==> src/hw/rtl/pmd_pkg.sv <==
// pmd_pkg: shared types, constants and the letter lookup for the packed Morse decoder.
// Used by pmd_ctrl, pmd_dp, packed_morse_decoder and pmd_checker. No dependencies.
package pmd_pkg;

    localparam int SYMBOLS_PER_WORD_DEF = 32;
    localparam int SYM_W                = 2;
    localparam int WORD_W               = 64;
    localparam int LETTER_W             = 8;
    localparam int PAT_W                = 4;
    localparam int LEN_W                = 3;
    localparam int MAX_PENDING          = 5;
    localparam int MAX_CODE_LEN         = 4;

    // symbol codes
    localparam logic [SYM_W-1:0] SYM_DOT  = 2'd0;
    localparam logic [SYM_W-1:0] SYM_DASH = 2'd1;
    localparam logic [SYM_W-1:0] SYM_GAP  = 2'd2;
    localparam logic [SYM_W-1:0] SYM_END  = 2'd3;

    localparam logic [LETTER_W-1:0] CHAR_UNKNOWN = 8'h3F;

    // indexed by (1 << length) | pattern, lengths 1..4
    localparam logic [LETTER_W-1:0] LETTER_TABLE [32] = '{
        "?", "?",
        "E", "T",
        "I", "A", "N", "M",
        "S", "U", "R", "W", "D", "K", "G", "O",
        "H", "V", "F", "?", "L", "?", "P", "J",
        "B", "X", "C", "Y", "Z", "Q", "?", "?"
    };

    // controller -> datapath
    typedef struct packed {
        logic load;      // take a new word
        logic step;      // consume the current symbol
        logic emit_eow;  // move held letter to output as last of word
    } pmd_cmd_t;

    // datapath -> controller
    typedef struct packed {
        logic close;       // current symbol is gap or end
        logic is_end;      // current symbol is end
        logic last;        // current symbol is the lowest pair
        logic held_valid;  // a letter waits for its successor
        logic out_free;    // output register can take a letter
    } pmd_status_t;

    function automatic logic [LETTER_W-1:0] lookup_letter(
        input logic [PAT_W-1:0] pattern,
        input logic [LEN_W-1:0] len
    );
        logic [4:0] idx;
        idx = 5'((5'd1 << len) | {1'b0, pattern});
        if (len == '0 || len >= LEN_W'(MAX_PENDING)) begin
            return CHAR_UNKNOWN;
        end
        return LETTER_TABLE[idx];
    endfunction

endpackage

==> src/hw/rtl/pmd_ctrl.sv <==
// pmd_ctrl: sequencer for the packed Morse decoder (idle, scan, flush).
// Depends on pmd_pkg for the command and status structs.
module pmd_ctrl (
    input  logic                 aclk,
    input  logic                 aresetn,
    input  logic                 s_tvalid,
    output logic                 s_tready,
    input  pmd_pkg::pmd_status_t st,
    output pmd_pkg::pmd_cmd_t    cmd
);

    typedef enum logic [1:0] {
        ST_IDLE,
        ST_SCAN,
        ST_FLUSH
    } state_t;

    state_t state_reg, state_next;
    logic   ready_reg, ready_next;

    always_comb begin
        state_next   = state_reg;
        cmd          = '0;
        unique case (state_reg)
            ST_IDLE: begin
                if (s_tvalid && ready_reg) begin
                    cmd.load   = 1'b1;
                    state_next = ST_SCAN;
                end
            end
            ST_SCAN: begin
                // stall only when a new letter would overrun held + output
                if (!(st.close && st.held_valid && !st.out_free)) begin
                    cmd.step = 1'b1;
                    if (st.is_end || st.last) begin
                        state_next = ST_FLUSH;
                    end
                end
            end
            ST_FLUSH: begin
                if (!st.held_valid) begin
                    state_next = ST_IDLE;
                end else if (st.out_free) begin
                    cmd.emit_eow = 1'b1;
                    state_next   = ST_IDLE;
                end
            end
            default: state_next = ST_IDLE;
        endcase
        ready_next = (state_next == ST_IDLE);
    end

    always_ff @(posedge aclk) begin
        if (!aresetn) begin
            state_reg <= ST_IDLE;
            ready_reg <= 1'b0;
        end else begin
            state_reg <= state_next;
            ready_reg <= ready_next;
        end
    end

    assign s_tready = ready_reg;

endmodule

==> src/hw/rtl/pmd_dp.sv <==
// pmd_dp: datapath of the packed Morse decoder: symbol shifter, pending code,
// held letter and output register. Depends on pmd_pkg.
module pmd_dp #(
    parameter int SYMBOLS_PER_WORD = pmd_pkg::SYMBOLS_PER_WORD_DEF
) (
    input  logic                           aclk,
    input  logic                           aresetn,
    input  logic [pmd_pkg::WORD_W-1:0]     s_tdata,
    input  logic                           s_tlast,
    output logic [pmd_pkg::LETTER_W-1:0]   m_tdata,
    output logic                           m_tuser,
    output logic                           m_tlast,
    output logic                           m_tvalid,
    input  logic                           m_tready,
    input  pmd_pkg::pmd_cmd_t              cmd,
    output pmd_pkg::pmd_status_t           st
);

    localparam int BitsW = 2 * SYMBOLS_PER_WORD;
    localparam int CntW  = (SYMBOLS_PER_WORD > 1) ? $clog2(SYMBOLS_PER_WORD) : 1;

    logic [BitsW-1:0]                 word_reg, word_next;
    logic [CntW-1:0]                  pos_reg, pos_next;
    logic                             final_reg, final_next;
    logic [pmd_pkg::PAT_W-1:0]        pat_reg, pat_next;
    logic [pmd_pkg::LEN_W-1:0]        len_reg, len_next;
    logic                             held_valid_reg, held_valid_next;
    logic [pmd_pkg::LETTER_W-1:0]     held_letter_reg, held_letter_next;
    logic                             held_eom_reg, held_eom_next;
    logic                             out_valid_reg, out_valid_next;
    logic [pmd_pkg::LETTER_W-1:0]     out_letter_reg, out_letter_next;
    logic                             out_eom_reg, out_eom_next;
    logic                             out_eow_reg, out_eow_next;

    logic [pmd_pkg::SYM_W-1:0]        sym;
    logic                             push;
    logic                             push_eow;

    assign sym = word_reg[BitsW-1 -: pmd_pkg::SYM_W];

    assign st.close      = (sym == pmd_pkg::SYM_GAP) || (sym == pmd_pkg::SYM_END);
    assign st.is_end     = (sym == pmd_pkg::SYM_END);
    assign st.last       = (pos_reg == '0);
    assign st.held_valid = held_valid_reg;
    assign st.out_free   = !out_valid_reg || m_tready;

    always_comb begin
        word_next        = word_reg;
        pos_next         = pos_reg;
        final_next       = final_reg;
        pat_next         = pat_reg;
        len_next         = len_reg;
        held_valid_next  = held_valid_reg;
        held_letter_next = held_letter_reg;
        held_eom_next    = held_eom_reg;
        push             = 1'b0;
        push_eow         = 1'b0;

        if (cmd.load) begin
            word_next  = s_tdata[BitsW-1:0];
            pos_next   = CntW'(SYMBOLS_PER_WORD - 1);
            final_next = s_tlast;
        end

        if (cmd.step) begin
            word_next = word_reg << pmd_pkg::SYM_W;
            pos_next  = pos_reg - CntW'(1);
            if (st.close) begin
                // previous letter is not last of word: send it on
                if (held_valid_reg) begin
                    push = 1'b1;
                end
                held_valid_next  = 1'b1;
                held_letter_next = pmd_pkg::lookup_letter(pat_reg, len_reg);
                held_eom_next    = st.is_end;
                pat_next         = '0;
                len_next         = '0;
            end else if (len_reg < pmd_pkg::LEN_W'(pmd_pkg::MAX_CODE_LEN)) begin
                pat_next = {pat_reg[pmd_pkg::PAT_W-2:0], sym[0]};
                len_next = len_reg + pmd_pkg::LEN_W'(1);
            end else begin
                len_next = pmd_pkg::LEN_W'(pmd_pkg::MAX_PENDING);
            end
            // leftover code of a final word is dropped
            if (final_reg && (st.is_end || st.last)) begin
                pat_next = '0;
                len_next = '0;
            end
        end

        if (cmd.emit_eow) begin
            push            = 1'b1;
            push_eow        = 1'b1;
            held_valid_next = 1'b0;
        end
    end

    always_comb begin
        out_valid_next  = out_valid_reg && !m_tready;
        out_letter_next = out_letter_reg;
        out_eom_next    = out_eom_reg;
        out_eow_next    = out_eow_reg;
        if (push) begin
            out_valid_next  = 1'b1;
            out_letter_next = held_letter_reg;
            out_eom_next    = held_eom_reg;
            out_eow_next    = push_eow;
        end
    end

    always_ff @(posedge aclk) begin
        if (!aresetn) begin
            pat_reg        <= '0;
            len_reg        <= '0;
            held_valid_reg <= 1'b0;
            out_valid_reg  <= 1'b0;
        end else begin
            pat_reg        <= pat_next;
            len_reg        <= len_next;
            held_valid_reg <= held_valid_next;
            out_valid_reg  <= out_valid_next;
        end
    end

    always_ff @(posedge aclk) begin
        word_reg        <= word_next;
        pos_reg         <= pos_next;
        final_reg       <= final_next;
        held_letter_reg <= held_letter_next;
        held_eom_reg    <= held_eom_next;
        out_letter_reg  <= out_letter_next;
        out_eom_reg     <= out_eom_next;
        out_eow_reg     <= out_eow_next;
    end

    assign m_tvalid = out_valid_reg;
    assign m_tdata  = out_letter_reg;
    assign m_tuser  = out_eom_reg;
    assign m_tlast  = out_eow_reg;

endmodule

==> src/hw/rtl/packed_morse_decoder.sv <==
// packed_morse_decoder: top level, joins the pmd_ctrl sequencer and the pmd_dp datapath.
// Depends on pmd_pkg, pmd_ctrl and pmd_dp.

// A word arrives on the s_ stream as SYMBOLS_PER_WORD two-bit Morse symbols,
// read from the top pair down (dot, dash, letter gap, end of message); s_tlast
// marks the last word of a stream, after which any unfinished letter code is
// dropped. Each gap or end code yields one m_ transfer with the ASCII letter
// 'A'..'Z', or '?' for an empty, unknown or over-long code. m_tuser flags the
// letter closed by the end code (the rest of that word is skipped), and m_tlast
// marks the last letter a word produced; a word that closes no letter gives no
// transfer. Symbols are consumed one per clock by the scan sequencer unless the
// scan is paused; a word passes through a load step, the scan and a flush step,
// and an end code stops the scan early. The last letter of a word is held back
// until the scan finishes so it can carry m_tlast; a stalled m_ side pauses the
// scan when a gap or end code arrives while both the held letter and the output
// register are full. There are no configuration registers.
module packed_morse_decoder #(
    parameter int SYMBOLS_PER_WORD = pmd_pkg::SYMBOLS_PER_WORD_DEF
) (
    input  logic                         aclk,
    input  logic                         aresetn,
    // input stream
    input  logic                         s_tvalid,
    output logic                         s_tready,
    input  logic [pmd_pkg::WORD_W-1:0]   s_tdata,   // [63:0] symbol_word
    input  logic                         s_tlast,   // final_word
    // result stream
    output logic                         m_tvalid,
    input  logic                         m_tready,
    output logic [pmd_pkg::LETTER_W-1:0] m_tdata,   // [7:0] letter
    output logic                         m_tuser,   // [0] end_of_message
    output logic                         m_tlast    // end_of_word
);

    pmd_pkg::pmd_cmd_t    cmd;
    pmd_pkg::pmd_status_t st;

    pmd_ctrl u_ctrl (
        .aclk     (aclk),
        .aresetn  (aresetn),
        .s_tvalid (s_tvalid),
        .s_tready (s_tready),
        .st       (st),
        .cmd      (cmd)
    );

    pmd_dp #(
        .SYMBOLS_PER_WORD (SYMBOLS_PER_WORD)
    ) u_dp (
        .aclk     (aclk),
        .aresetn  (aresetn),
        .s_tdata  (s_tdata),
        .s_tlast  (s_tlast),
        .m_tdata  (m_tdata),
        .m_tuser  (m_tuser),
        .m_tlast  (m_tlast),
        .m_tvalid (m_tvalid),
        .m_tready (m_tready),
        .cmd      (cmd),
        .st       (st)
    );

endmodule

==> config.mk <==
export PLATFORM = sky130hd
export DESIGN_NAME = packed_morse_decoder
export DESIGN_NICKNAME = d
export VERILOG_FILES = /design/src/hw/rtl/pmd_pkg.sv /design/src/hw/rtl/pmd_ctrl.sv /design/src/hw/rtl/pmd_dp.sv /design/src/hw/rtl/packed_morse_decoder.sv
export SDC_FILE = /design/constraint.sdc
export NUM_CORES = 1
export LEC_CHECK = 0
export BUFFER_PORTS_ARGS = -buffer_cell sky130_fd_sc_hd__buf_2
export CAP_MARGIN = 10
export CELL_PAD_IN_SITES_DETAIL_PLACEMENT = 1
export CELL_PAD_IN_SITES_GLOBAL_PLACEMENT = 1
export CORE_ASPECT_RATIO = 0.5
export CORE_MARGIN = 5
export CORE_UTILIZATION = 30
export CTS_CLUSTER_DIAMETER = 150
export DETAILED_ROUTE_END_ITERATION = 8
export MAX_ROUTING_LAYER = met4
export PLACE_DENSITY_LB_ADDON = 0.1
export SLEW_MARGIN = 10
export SYNTH_ARGS = -nofsm -noshare
export SYNTH_HDL_FRONTEND = slang
export SYNTH_SLANG_ARGS = --single-unit
==> constraint.sdc <==
create_clock -name aclk -period 3.5 [get_ports aclk]
set_clock_uncertainty 0.2 [all_clocks]
set_input_delay 0.35 -clock aclk [delete_from_list [all_inputs] [get_ports aclk]]
set_output_delay 0.35 -clock aclk [all_outputs]
set_load 0.03 [all_outputs]
==> impl_results.md <==
- Sink Count: 99
- Largest area contributor in the netlist: edfxtp_1
- Number of synthesized flops with an enable pin: 85
- Port Buffers: between 70 and 80
- Tcrit/Tclk final: 0.793
- Nets: 483
- Overflow after GRT: 0
- Crit-path max cell delay: 0.47 ns
- H-tree depth: 3
- Post-DRT Antenna Nets: 0
- Fin area: 0.00535 mm2
- Net Sw Power: 630 uW
- Max frequency: roughly 360 MHz
- Initial DRC count: roughly 220
- Root Buffer: clkbuf_16
- Max Cap Violations: 0
- RSZ-0062 raised after global routing: false
- Crit start category: flip-flop
- Largest register FFs: 64
- Slew at the pin closest to its max-slew limit: 0.893 ns
- Die area: about 0.017 mm2
- Largest net degree at the start of global routing: 68
- Maximum fanout along the worst path: 10
- Sequential Power Share: 0.514
- Slew margin rel.: 0.404
- I/O pin count: 81
- Fraction of layout instances using a drive strength above 1: 0.261
- Synth top area share: 0.577
- Total CTS buffers: 9
- HP Class: input pin to flip-flop
- Gr usage total: 0.124
- Ant. Diodes: 0
- Pre-Repair DR Iteration Count: 4
- Reg2reg setup slack: slightly above 0.7 ns
- Post-synth cell types: 43
- Via count: just under 3,000
- Syn_area_per_cell: between 10 and 15 um2
- Std-Cell Rows: 31
- Critical path class: flip-flop to flip-flop
- Post-CTS setup buffers: 0
- Worst-case reg-to-reg path depth: 8
- Pwr dens: around 520 mW/mm2
- Utilization after layout: 0.370
- Post-synth design cell area: 0.00442 mm2
- DRC violations left: 0
- Worst min-delay path startpoint: s_tdata[1]
- Final hold viol count: 0
- Final min period: about 2.8 ns
- Reg clk slew, reported paths: 0.07 ns
- Comb power frac: 0.096
- Global-route wire length before repair: 16.7 mm
- Die Width: 182 um
- CTS resizes: 0
- Avg WL per Cell: 17.0 um
- Area delta synth->final: 21.0%
- WHS Endpoint: u_dp.word_reg[1]
- Worst R2R End: u_dp.held_letter_reg[1]
- Setup tns final: 0 ns
- Syn nets: 409
- Req. time, crit path: 3.48 ns
- Crit path DAT: between 2 and 3 ns
- Final slew viol count: 0
- Synth warn: 0
- Reg2reg start: u_dp.len_reg[0]
- Leak: 2.04 nW
- CTS tree: yes
- Crit end category: flip-flop
- Clock buffer depth: 2
- Number of global-route vias before repair: 3,171
- Initial antenna violation count: 0
- WL final: 10.3 mm
- DP Area: ~0.005 mm2
- Hold Crit Depth: 3
- Dpl hpwl: between 6 and 7 mm
- Worst setup startpoint: u_dp.len_reg[0]
- Switching share of power: 0.226
- Fill cell count: around 1,600
- Die Y: between 90 and 100 um
- Number of vias per cell: between 4 and 5
- Initial Utilization: 0.306
- Dominant synthesized flop cell: edfxtp_1
- Post-synthesis sequential area ratio: 0.640
- Maximum vdd drop: 223 uV
- P_int: 2.16 mW
- # setup viols final: 0
- Status: finished clean
- Tot Pwr: 2.79 mW
- Synth top area cells: edfxtp_1, a22o_1, dfxtp_1
- Slowest-stage cell, CP: mux4_2
- Routability cong.: 0.832
- Post-synthesis register bit count: 99
- Fraction of registers with async set/reset: 0
- Worst skew pair latency: 0.34 ns
- CP cell instances: inv_1 -> ha_1 -> nor2b_1 -> nor2_1 -> inv_1 -> ha_1 -> mux4_2 -> o211ai_1
- Core Box Area: 0.0145 mm2
- Clock network power share: 0.389
- Post-Synthesis Cells: 327
[critical path: cells and delay by family, from the launching register on]
kind	cells	cell delay, ns
muxes	1	0.47
adders and majority gates	2	0.62
AOI/OAI and AO/OA	1	0.16
DFF	1	0.38
and+or+nand+nor	2	0.49
buffers and inverters	2	0.29
[how the worst max path moves through the flow]
stage                              end  slack [ns]
2_1_floorplan          u_dp.pos_reg[0]      0.0005
3_3_place_gp   u_dp.held_letter_reg[0]        0.88
3_5_place_dp   u_dp.held_letter_reg[1]        0.72
4_1_cts        u_dp.held_letter_reg[1]        0.70
5_1_grt        u_dp.held_letter_reg[1]        0.56
6_report       u_dp.held_letter_reg[1]        0.73
[cell usage after synthesis, types with 2 or more instances]
cell type,number
a21boi_0,2
a21o_1,2
a21oi_1,10
a22o_1,62
and2_1,3
buf_2,11
clkbuf_1,9
dfxtp_1,14
edfxtp_1,85
ha_1,13
inv_1,9
mux2i_1,5
nand2_1,22
nand2b_1,3
nor2_1,12
nor2_2,2
nor2b_1,9
nor3_1,5
o2111ai_1,3
o211ai_1,5
o21a_1,2
o21ai_0,5
o21ai_1,2
o221ai_1,2
o22ai_1,9
or2_1,2
xnor2_1,3
[cells in the final DEF (no fill, tap or decap), types with 3 or more instances in the layout]
master     instances
o22ai_1            9
buf_4              4
xnor2_1            3
buf_2             79
a21oi_1           10
and2_1             3
o211ai_1           5
nor2b_1            9
ha_1              13
o2111ai_1          3
nor3_1             4
dfxtp_1           14
nor2_1            12
a22o_1            62
mux2i_1            5
edfxtp_1          85
o21ai_0            5
clkbuf_16          9
inv_1              9
nand2_1           22
[what timing repair did]
action,in CTS,in global routing
hold buffers,1,0
setup endpoints to repair,0,0
hold endpoints to repair,1,0
[cells by family (layout without fill, tap and decap cells)]
logic type      count (synthesis)  in the layout  share of synthesized area
simple gates                   65             65                     0.0724
other cells                     1              1                   0.000848
flops                          99             99                      0.640
compound gates                110            110                      0.198
fa+ha+maj                      13             13                     0.0368
buf+inv                        30            109                     0.0294
mux                             6              6                     0.0164
xor+xnor                        3              3                    0.00594
[final cells by class]
| type | instances | area [um2] | area share |
|---|---|---|---|
| Clock buffer | 11 | 243 | 0.0453 |
| Clock inverter | 5 | 85.1 | 0.0159 |
| Inverter | 9 | 33.8 | 0.00631 |
| Multi-Input combinational cell | 198 | 1480 | 0.276 |
| Sequential cell | 99 | 2830 | 0.529 |
| Tap cell | 198 | 248 | 0.0463 |
| Timing Repair Buffer | 84 | 435 | 0.0813 |
[layer usage]
| metal | GRT usage | wire, um |
|---|---|---|
| met5 | - | 0 |
| met4 | 0.0375 | 144 |
| met3 | 0.0298 | 328 |
| met1 | 0.155 | 4750 |
| met2 | 0.205 | 5050 |
[through the flow]
stage	cells	setup slack, ns	hold slack [ns]
floorplan	327	0.000459	0.200
global placement	587	0.878	0.203
detailed placement	587	0.718	0.208
CTS	604	0.704	0.0388
global route	604	0.561	0.0733
finish	604	0.725	0.0518
[power by group through the flow]
| stage | clock, mW | sequential [mW] | combinational (mW) |
|---|---|---|---|
| after floorplan | 0 | 1.45 | 0.175 |
| after global placement | 0 | 1.46 | 0.263 |
| after detailed placement | 0 | 1.46 | 0.273 |
| after CTS | 1.13 | 1.44 | 0.275 |
| after global routing | 1.17 | 1.44 | 0.299 |
| final | 1.08 | 1.43 | 0.269 |
Note: power is estimated with default switching activity, not from simulation.
